### src/hdl/fdc_pkg.sv
// fdc_pkg: shared sizes, codes and helpers for the flip-dot chain refresh block
// depends on nothing; used by every module of the block except fdc_ram

package fdc_pkg;

  // panel geometry
  localparam int MODULE_WIDTH  = 5;
  localparam int MODULE_HEIGHT = 7;
  localparam int MAX_X_MODULES = 8;
  localparam int MAX_Y_MODULES = 4;

  localparam int PANEL_STRIDE = MAX_X_MODULES * MODULE_WIDTH;
  localparam int PANEL_ROWS   = MAX_Y_MODULES * MODULE_HEIGHT;
  localparam int STORE_DEPTH  = PANEL_STRIDE * PANEL_ROWS;
  localparam int ADDR_W       = $clog2(STORE_DEPTH);

  // request and register field widths
  localparam int PX_W   = 6;
  localparam int PY_W   = 5;
  localparam int XM_W   = 4;
  localparam int YM_W   = 3;
  localparam int CFG_W  = 4;
  localparam int CIDX_W = 2;
  localparam int BYTE_W = 8;

  // internal counter widths
  localparam int COL_W  = (MODULE_WIDTH > 1) ? $clog2(MODULE_WIDTH) : 1;
  localparam int ROW_W  = (MODULE_HEIGHT > 1) ? $clog2(MODULE_HEIGHT) : 1;
  localparam int MC_W   = (MAX_X_MODULES > 1) ? $clog2(MAX_X_MODULES) : 1;
  localparam int MR_W   = (MAX_Y_MODULES > 1) ? $clog2(MAX_Y_MODULES) : 1;
  localparam int XCNT_W = $clog2(MAX_X_MODULES + 1);
  localparam int YCNT_W = $clog2(MAX_Y_MODULES + 1);

  // width for the pixel bound compares
  localparam int XLIM_W = $clog2(PANEL_STRIDE + 1);
  localparam int YLIM_W = $clog2(PANEL_ROWS + 1);
  localparam int CMPX_W = (XLIM_W > PX_W) ? XLIM_W : PX_W;
  localparam int CMPY_W = (YLIM_W > PY_W) ? YLIM_W : PY_W;

  // configuration register indexes
  localparam logic [CIDX_W-1:0] REG_X_MODULES = 2'd0;
  localparam logic [CIDX_W-1:0] REG_Y_MODULES = 2'd1;
  localparam logic [CIDX_W-1:0] REG_INVERT    = 2'd2;

  // request commands
  localparam logic CMD_WRITE   = 1'b0;
  localparam logic CMD_REFRESH = 1'b1;

  typedef enum logic [1:0] {
    ST_CLEAR,
    ST_IDLE,
    ST_SCAN
  } ctl_state_t;

  // controller to datapath
  typedef struct packed {
    logic clear_en;
    logic pix_write;
    logic load;
    logic issue;
  } ctl_cmd_t;

  // datapath to controller
  typedef struct packed {
    logic clear_last;
    logic issue_last;
  } ctl_status_t;

  // module count register to a usable count
  function automatic logic [XCNT_W-1:0] clamp_x(input logic [XM_W-1:0] v);
    logic [XCNT_W-1:0] r;
    if (v == '0) r = XCNT_W'(1);
    else if (int'(v) > MAX_X_MODULES) r = XCNT_W'(MAX_X_MODULES);
    else r = XCNT_W'(v);
    return r;
  endfunction

  function automatic logic [YCNT_W-1:0] clamp_y(input logic [YM_W-1:0] v);
    logic [YCNT_W-1:0] r;
    if (v == '0) r = YCNT_W'(1);
    else if (int'(v) > MAX_Y_MODULES) r = YCNT_W'(MAX_Y_MODULES);
    else r = YCNT_W'(v);
    return r;
  endfunction

endpackage

### src/hdl/fdc_ram.sv
// fdc_ram: generic single write port, single read port RAM with registered read
// depends on nothing

module fdc_ram #(
  parameter int WIDTH = 1,
  parameter int DEPTH = 2
) (
  input  logic                     clk,
  input  logic                     we,
  input  logic [$clog2(DEPTH)-1:0] waddr,
  input  logic [WIDTH-1:0]         wdata,
  input  logic [$clog2(DEPTH)-1:0] raddr,
  output logic [WIDTH-1:0]         rdata
);

  logic [WIDTH-1:0] mem [DEPTH];

  // write port and registered read port
  always_ff @(posedge clk) begin
    if (we) begin
      mem[waddr] <= wdata;
    end
    rdata <= mem[raddr];
  end

endmodule

### src/hdl/fdc_ctrl.sv
// fdc_ctrl: state machine sequencing clear pass, pixel writes and refresh steps
// depends on fdc_pkg

module fdc_ctrl (
  input  logic                 clk,
  input  logic                 rst,
  input  logic                 start,
  input  logic                 command,
  input  fdc_pkg::ctl_status_t status,
  output fdc_pkg::ctl_cmd_t    cmd,
  output logic                 busy
);

  fdc_pkg::ctl_state_t state, state_next;
  logic accept;

  // state register
  always_ff @(posedge clk) begin
    if (rst) begin
      state <= fdc_pkg::ST_CLEAR;
    end else begin
      state <= state_next;
    end
  end

  assign busy   = (state != fdc_pkg::ST_IDLE);
  assign accept = start && !busy;

  // next state and commands
  always_comb begin
    state_next    = state;
    cmd.clear_en  = 1'b0;
    cmd.pix_write = 1'b0;
    cmd.load      = 1'b0;
    cmd.issue     = 1'b0;
    case (state)
      fdc_pkg::ST_CLEAR: begin
        cmd.clear_en = 1'b1;
        if (status.clear_last) state_next = fdc_pkg::ST_IDLE;
      end
      fdc_pkg::ST_IDLE: begin
        if (accept) begin
          if (command == fdc_pkg::CMD_REFRESH) begin
            cmd.load   = 1'b1;
            state_next = fdc_pkg::ST_SCAN;
          end else begin
            cmd.pix_write = 1'b1;
          end
        end
      end
      fdc_pkg::ST_SCAN: begin
        cmd.issue = 1'b1;
        if (status.issue_last) state_next = fdc_pkg::ST_IDLE;
      end
      default: begin
        state_next = fdc_pkg::ST_IDLE;
      end
    endcase
  end

endmodule

### src/hdl/fdc_datapath.sv
// fdc_datapath: configuration, frame store, scan position and drive byte pipeline
// depends on fdc_pkg and fdc_ram

module fdc_datapath (
  input  logic                       clk,
  input  logic                       rst,
  input  fdc_pkg::ctl_cmd_t          cmd,
  output fdc_pkg::ctl_status_t       status,
  input  logic                       cfg_we,
  input  logic [fdc_pkg::CIDX_W-1:0] cfg_index,
  input  logic [fdc_pkg::CFG_W-1:0]  cfg_data,
  input  logic [fdc_pkg::PX_W-1:0]   pixel_x,
  input  logic [fdc_pkg::PY_W-1:0]   pixel_y,
  input  logic                       pixel_on,
  output logic                       result_valid,
  output logic [fdc_pkg::BYTE_W-1:0] shift_byte,
  output logic                       latch_now,
  output logic                       frame_done
);

  // configuration registers
  logic [fdc_pkg::XM_W-1:0] x_modules;
  logic [fdc_pkg::YM_W-1:0] y_modules;
  logic                     invert;

  always_ff @(posedge clk) begin
    if (rst) begin
      x_modules <= fdc_pkg::XM_W'(1);
      y_modules <= fdc_pkg::YM_W'(1);
      invert    <= 1'b0;
    end else if (cfg_we) begin
      case (cfg_index)
        fdc_pkg::REG_X_MODULES: x_modules <= cfg_data[fdc_pkg::XM_W-1:0];
        fdc_pkg::REG_Y_MODULES: y_modules <= cfg_data[fdc_pkg::YM_W-1:0];
        fdc_pkg::REG_INVERT:    invert    <= cfg_data[0];
        default: ;
      endcase
    end
  end

  logic [fdc_pkg::XCNT_W-1:0] xm;
  logic [fdc_pkg::YCNT_W-1:0] ym;
  assign xm = fdc_pkg::clamp_x(x_modules);
  assign ym = fdc_pkg::clamp_y(y_modules);

  // clearing pass address
  logic [fdc_pkg::ADDR_W-1:0] clr_addr;

  always_ff @(posedge clk) begin
    if (rst) begin
      clr_addr <= '0;
    end else if (cmd.clear_en && !status.clear_last) begin
      clr_addr <= clr_addr + fdc_pkg::ADDR_W'(1);
    end
  end

  assign status.clear_last = (clr_addr == fdc_pkg::ADDR_W'(fdc_pkg::STORE_DEPTH - 1));

  // pixel write bounds and address
  logic [fdc_pkg::CMPX_W-1:0] x_lim;
  logic [fdc_pkg::CMPY_W-1:0] y_lim;
  logic                       pix_in;
  logic [fdc_pkg::ADDR_W-1:0] pix_addr;

  assign x_lim  = fdc_pkg::CMPX_W'(xm) * fdc_pkg::CMPX_W'(fdc_pkg::MODULE_WIDTH);
  assign y_lim  = fdc_pkg::CMPY_W'(ym) * fdc_pkg::CMPY_W'(fdc_pkg::MODULE_HEIGHT);
  assign pix_in = (fdc_pkg::CMPX_W'(pixel_x) < x_lim) && (fdc_pkg::CMPY_W'(pixel_y) < y_lim);
  assign pix_addr = fdc_pkg::ADDR_W'(pixel_y) * fdc_pkg::ADDR_W'(fdc_pkg::PANEL_STRIDE)
                  + fdc_pkg::ADDR_W'(pixel_x);

  // scan position and step state
  logic [fdc_pkg::COL_W-1:0] scan_column;
  logic [fdc_pkg::ROW_W-1:0] scan_row;
  logic                      disable_phase;
  logic [fdc_pkg::COL_W-1:0] step_col;
  logic [fdc_pkg::ROW_W-1:0] step_row;
  logic                      step_dis;
  logic [fdc_pkg::MR_W-1:0]  mr;
  logic [fdc_pkg::MC_W-1:0]  mi;
  logic [fdc_pkg::MC_W-1:0]  mi_last;

  assign mi_last           = fdc_pkg::MC_W'(xm - fdc_pkg::XCNT_W'(1));
  assign status.issue_last = (mr == '0) && (mi == mi_last);

  always_ff @(posedge clk) begin
    if (rst) begin
      scan_column   <= '0;
      scan_row      <= '0;
      disable_phase <= 1'b0;
    end else if (cmd.load) begin
      if (disable_phase) begin
        disable_phase <= 1'b0;
      end else if (scan_row == fdc_pkg::ROW_W'(fdc_pkg::MODULE_HEIGHT - 1)) begin
        scan_row <= '0;
        if (scan_column == fdc_pkg::COL_W'(fdc_pkg::MODULE_WIDTH - 1)) begin
          scan_column   <= '0;
          disable_phase <= 1'b1;
        end else begin
          scan_column <= scan_column + fdc_pkg::COL_W'(1);
        end
      end else begin
        scan_row <= scan_row + fdc_pkg::ROW_W'(1);
      end
    end
  end

  // module walk: bottom module row first, serpentine across
  always_ff @(posedge clk) begin
    if (cmd.load) begin
      step_col <= scan_column;
      step_row <= scan_row;
      step_dis <= disable_phase;
      mr       <= fdc_pkg::MR_W'(ym - fdc_pkg::YCNT_W'(1));
      mi       <= '0;
    end else if (cmd.issue) begin
      if (mi == mi_last) begin
        mi <= '0;
        mr <= mr - fdc_pkg::MR_W'(1);
      end else begin
        mi <= mi + fdc_pkg::MC_W'(1);
      end
    end
  end

  // dot address of the current module
  logic [fdc_pkg::MC_W-1:0]   mc;
  logic [fdc_pkg::ADDR_W-1:0] gx;
  logic [fdc_pkg::ADDR_W-1:0] gy;
  logic [fdc_pkg::ADDR_W-1:0] rd_addr;

  assign mc = mr[0] ? (mi_last - mi) : mi;
  assign gx = fdc_pkg::ADDR_W'(mc) * fdc_pkg::ADDR_W'(fdc_pkg::MODULE_WIDTH)
            + fdc_pkg::ADDR_W'(step_col);
  assign gy = fdc_pkg::ADDR_W'(mr) * fdc_pkg::ADDR_W'(fdc_pkg::MODULE_HEIGHT)
            + fdc_pkg::ADDR_W'(step_row);
  assign rd_addr = gy * fdc_pkg::ADDR_W'(fdc_pkg::PANEL_STRIDE) + gx;

  // frame store
  logic                       st_we;
  logic [fdc_pkg::ADDR_W-1:0] st_waddr;
  logic                       st_wdata;
  logic                       dot;

  assign st_we    = cmd.clear_en || (cmd.pix_write && pix_in);
  assign st_waddr = cmd.clear_en ? clr_addr : pix_addr;
  assign st_wdata = cmd.clear_en ? 1'b0 : pixel_on;

  fdc_ram #(
    .WIDTH (1),
    .DEPTH (fdc_pkg::STORE_DEPTH)
  ) u_store (
    .clk   (clk),
    .we    (st_we),
    .waddr (st_waddr),
    .wdata (st_wdata),
    .raddr (rd_addr),
    .rdata (dot)
  );

  // stage alongside the read data
  logic                      s1_valid;
  logic                      s1_last;
  logic                      s1_dis;
  logic [fdc_pkg::COL_W-1:0] s1_col;
  logic [fdc_pkg::ROW_W-1:0] s1_row;

  always_ff @(posedge clk) begin
    if (rst) begin
      s1_valid <= 1'b0;
    end else begin
      s1_valid <= cmd.issue;
    end
  end

  always_ff @(posedge clk) begin
    s1_last <= status.issue_last;
    s1_dis  <= step_dis;
    s1_col  <= step_col;
    s1_row  <= step_row;
  end

  // drive byte assembly
  logic                       setrow;
  logic [fdc_pkg::BYTE_W-1:0] byte_next;

  assign setrow    = dot ^ invert;
  assign byte_next = s1_dis ? '0 : {3'(s1_col), ~setrow, 3'(s1_row), setrow};

  // output register
  always_ff @(posedge clk) begin
    if (rst) begin
      result_valid <= 1'b0;
    end else begin
      result_valid <= s1_valid;
    end
  end

  always_ff @(posedge clk) begin
    shift_byte <= byte_next;
    latch_now  <= s1_last;
    frame_done <= s1_dis;
  end

endmodule

### src/hdl/flipdot_chain_refresh_top.sv
// flipdot_chain_refresh_top: frame store and refresh sequencer for a chained flip-dot panel
// depends on fdc_pkg, fdc_ctrl, fdc_datapath (which holds fdc_ram)
//
//  channel   ports                                     handshake
//  request   command, pixel_x, pixel_y, pixel_on       start high, busy low
//  result    shift_byte, latch_now, frame_done         result_valid, one cycle each
//  config    cfg_index, cfg_data                       cfg_we, no wait
//
// after reset busy stays high while the frame store is cleared one dot a cycle
// a pixel write goes into the frame store as the request is taken and busy stays low
// a refresh step keeps busy high while it issues one frame store read per module,
// and the next request is taken once the read for the last module has been issued
// results follow one per cycle, through the read stage and the output register
// results cannot be held off; each byte is valid for exactly one cycle

module flipdot_chain_refresh_top (
  input  logic                       clk,
  input  logic                       rst,
  input  logic                       start,
  output logic                       busy,
  input  logic                       command,
  input  logic [fdc_pkg::PX_W-1:0]   pixel_x,
  input  logic [fdc_pkg::PY_W-1:0]   pixel_y,
  input  logic                       pixel_on,
  input  logic                       cfg_we,
  input  logic [fdc_pkg::CIDX_W-1:0] cfg_index,
  input  logic [fdc_pkg::CFG_W-1:0]  cfg_data,
  output logic                       result_valid,
  output logic [fdc_pkg::BYTE_W-1:0] shift_byte,
  output logic                       latch_now,
  output logic                       frame_done
);

  fdc_pkg::ctl_cmd_t    cmd;
  fdc_pkg::ctl_status_t status;

  // sequencing
  fdc_ctrl u_ctrl (
    .clk     (clk),
    .rst     (rst),
    .start   (start),
    .command (command),
    .status  (status),
    .cmd     (cmd),
    .busy    (busy)
  );

  // storage and byte generation
  fdc_datapath u_datapath (
    .clk          (clk),
    .rst          (rst),
    .cmd          (cmd),
    .status       (status),
    .cfg_we       (cfg_we),
    .cfg_index    (cfg_index),
    .cfg_data     (cfg_data),
    .pixel_x      (pixel_x),
    .pixel_y      (pixel_y),
    .pixel_on     (pixel_on),
    .result_valid (result_valid),
    .shift_byte   (shift_byte),
    .latch_now    (latch_now),
    .frame_done   (frame_done)
  );

endmodule
### config.mk
export PLATFORM = sky130hd
export DESIGN_NAME = flipdot_chain_refresh_top
export DESIGN_NICKNAME = d
export VERILOG_FILES = /design/src/hdl/fdc_pkg.sv /design/src/hdl/fdc_ram.sv /design/src/hdl/fdc_ctrl.sv /design/src/hdl/fdc_datapath.sv /design/src/hdl/flipdot_chain_refresh_top.sv
export SDC_FILE = /design/constraint.sdc
export NUM_CORES = 2
export LEC_CHECK = 0
export BUFFER_PORTS_ARGS = -buffer_cell sky130_fd_sc_hd__buf_2
export CAP_MARGIN = 30
export CORE_MARGIN = 2
export CORE_UTILIZATION = 44
export CTS_BUF_LIST = sky130_fd_sc_hd__clkbuf_4 sky130_fd_sc_hd__clkbuf_8 sky130_fd_sc_hd__clkbuf_16
export DETAILED_ROUTE_END_ITERATION = 8
export SLEW_MARGIN = 10
export SYNTH_ARGS = -nofsm -noshare
export SYNTH_HDL_FRONTEND = slang
export SYNTH_SLANG_ARGS = --single-unit
### constraint.sdc
create_clock -name clk -period 17.3 [get_ports clk]
set_input_delay 0.865 -clock clk [delete_from_list [all_inputs] [get_ports clk]]
set_output_delay 0.865 -clock clk [all_outputs]
set_load 0.005 [all_outputs]
==> impl_metrics.tcl <==
set metrics [dict create \
    outcome "completed" \
    yosysWarnings 0 \
    cts_tree "yes" \
    hold_viol_final 0 \
    cts_buffer_depth 3 \
    vdd_drop_max_mv 0.102 \
    yosysSeqAreaShare_pct 64.5 \
    yosys.area.top_type "edfxtp_1" \
    fin_crit_sh_pct 46.6 \
    cp.buffers_inverters 6 \
    ctsHoldBuffers 0 \
    maxSlewViolCount 0 \
    synth_top_area_share_pct 62.6 \
    leakage_nw 18.4 \
    critPathTopFamily "adder cells" \
    final_util_pct 49.2 \
    hold_path_end "u_datapath.latch_now" \
    gp_congestion 0.829 \
    crit_path_max_incr_delay_ns 0.74 \
    syn-num-nets 3951 \
    cap_viol_max_count 0 \
    rsz0062_at_grt "false" \
    arrival_ns 8.67 \
    cp.required_ns 17.91 \
    worst_slew_pin_slew_ns 1.19 \
    grt_pass1_vias 33500 \
    fin_tns_setup_ns 0 \
    fillers 10500 \
    dp_hpwl_um 81500 \
    drt-total-wl_um 153000 \
    slew-limit-headroom_pct 20.8 \
    antenna_found_initial 1 \
    cts_root_buf "clkbuf_16" \
    finalSetupViolCount 0 \
    layout_common_cells "1134 x nor3_1, 1129 x edfxtp_1, 243 x mux4_2, 147 x mux2i_1, 121 x clkbuf_16" \
    fin_total_pwr_mw 6.43 \
    grt_overflow 0 \
    dieArea_um2 126000 \
    powerDensity_nw_per_um2 107 \
    via_per_inst 6.29 \
    ff2ff_setup_slack_ns 9.24 \
    reg2reg_depth 26 \
    dieHeight_um 355 \
    netlist_instances 3863 \
    max_freq_ghz 0.124 \
    synth_area_leaders "edfxtp_1 63%, nor3_1 10%, mux4_2 10%, mux2i_1 2.7%, clkbuf_1 2.3%" \
    whs_ns 0.333 \
    numClockSinks 1181 \
    syn_area_per_cell_um2 14.0 \
    area_growth_pct 10.8 \
    grt_max_degree 261 \
    drc_errors 0 \
    skew_ns 0.0386 \
    rows 128 \
    critPathSlowestCell "fa_4" \
    nets 3794 \
    r2r-end "u_datapath.u_store.rdata" \
    min_path_type "reg -> reg" \
    whs_path_depth 0 \
    period_needed_ns 8.06 \
    ant_nets 0 \
    synth-edff-count 1129 \
    clk_pin_slew_ns 0.07 \
    end_kind "register" \
    setup_ws_ns 9.24 \
    cts_resized 0 \
    grt_pass1_wl_um 227000 \
    critPathLaunchType "register" \
    initial_core_util_pct 44.4 \
    ys_ff_latch 1181 \
    port_buffers 34 \
    dr.pass1.iters 5 \
    first_iter_violations 4151 \
    die_x_um 355 \
    synthArstFlopShare_pct 0 \
    syn_area_um2 54200 \
    insertion_delay_ns 0.74 \
    critPathMaxFanout 48 \
    synth_ff_type "edfxtp_1" \
    drive_above_1_share_pct 17.4 \
    synth_cell_types 65 \
    hold_start "u_datapath.s1_last" \
    dp_slack_ns 9.23 \
    vias 34200 \
    final_common_cell "nor3_1" \
    htree_levels 3 \
    numCtsBuffers 119 \
    post_cts_buffers 0 \
    wl_per_cell_um 28.2 \
    critical_path_class "reg -> reg" \
    ios 35 \
    r2r_start "u_datapath.x_modules[2]" \
    coreArea_um2 122000 \
    grt_util_all_layers_pct 24.1 \
]
==> layer usage <==
layer / global-route usage, % / vias up / wire, µm
li1: - / 14900 / -
met1: 33.5 / 17700 / 63200
met2: 39.0 / 1334 / 73600
met3: 3.61 / 277 / 11000
met4: 8.41 / 0 / 5570
met5: 0 / - / 0
==> cells by family after synthesis <==
logic type | after synthesis | synth area share [%]
xor gates and xnor gates | 35 | 0.591
adders and majority gates | 65 | 1.65
and+or+nand+nor | 1453 | 13.3
DFF | 1181 | 64.5
AOI/OAI and AO/OA | 243 | 3.23
buffers and inverters | 485 | 3.71
muxes | 401 | 13.1
==> worst max path at each step <==
stage | startpoint | to | slack [ns] | depth (start not counted)
after floorplan | u_ctrl.state[0] | u_datapath.u_store.mem[0] | 7.26 | 4
after global placement | u_datapath.x_modules[1] | u_datapath.u_store.rdata | 9.28 | 26
after detailed placement | u_datapath.x_modules[1] | u_datapath.u_store.rdata | 9.23 | 26
after CTS | u_datapath.x_modules[1] | u_datapath.u_store.rdata | 9.20 | 26
after global routing | u_datapath.x_modules[2] | u_datapath.u_store.rdata | 8.77 | 26
final | u_datapath.x_modules[2] | u_datapath.u_store.rdata | 9.24 | 26
==> state kept, by name, summed over array words and instances, names as in the netlist, 4 cells and up <==
| signal | cells |
|---|---|
| u_datapath.clr_addr | 11 |
| u_datapath.shift_byte | 8 |
| u_datapath.u_store.mem | 1120 |
| u_datapath.x_modules | 4 |
==> final cells by class <==
cell class	count	area, µm²	area share (%)
Clock inverter	54	358	0.596
Inverter	44	166	0.277
Sequential cell	1181	34900	58.2
Clock buffer	166	3390	5.65
Tap cell	1625	2030	3.39
Multi-Input combinational cell	2197	17400	29.0
Timing Repair Buffer	163	1760	2.94
Antenna cell	1	2.50	0.00417
==> power by group <==
group	internal, mW	switching [mW]
Sequential	3.09	0.00598
Combinational	0.341	0.491
Clock	1.40	1.10
Total	4.83	1.60
==> per-stage QoR <==
stage	area, µm²	std cells
after global placement	55400	5159
final	60000	5431
after global routing	60000	5430
after detailed placement	56100	5200
after CTS	59800	5420
after floorplan	54200	3863
==> Yosys cell counts, drive strengths merged, types with 7 or more instances <==
cell / n
o21a: 7
fa: 11
ha: 54
mux2i: 148
nand2b: 17
buf: 102
nor2b: 27
nor4: 8
a21oi: 26
o22ai: 37
mux2: 10
nand3: 14
a21o: 10
a211oi: 31
xnor2: 18
nand2: 134
o21ai: 22
edfxtp: 1129
o221ai: 57
nor2: 75
nor3: 1135
clkbuf: 339
a22oi: 12
inv: 44
mux4: 243
and2: 7
xor2: 16
dfxtp: 52
No activity file was read; power rests on OpenSTA's default activity.
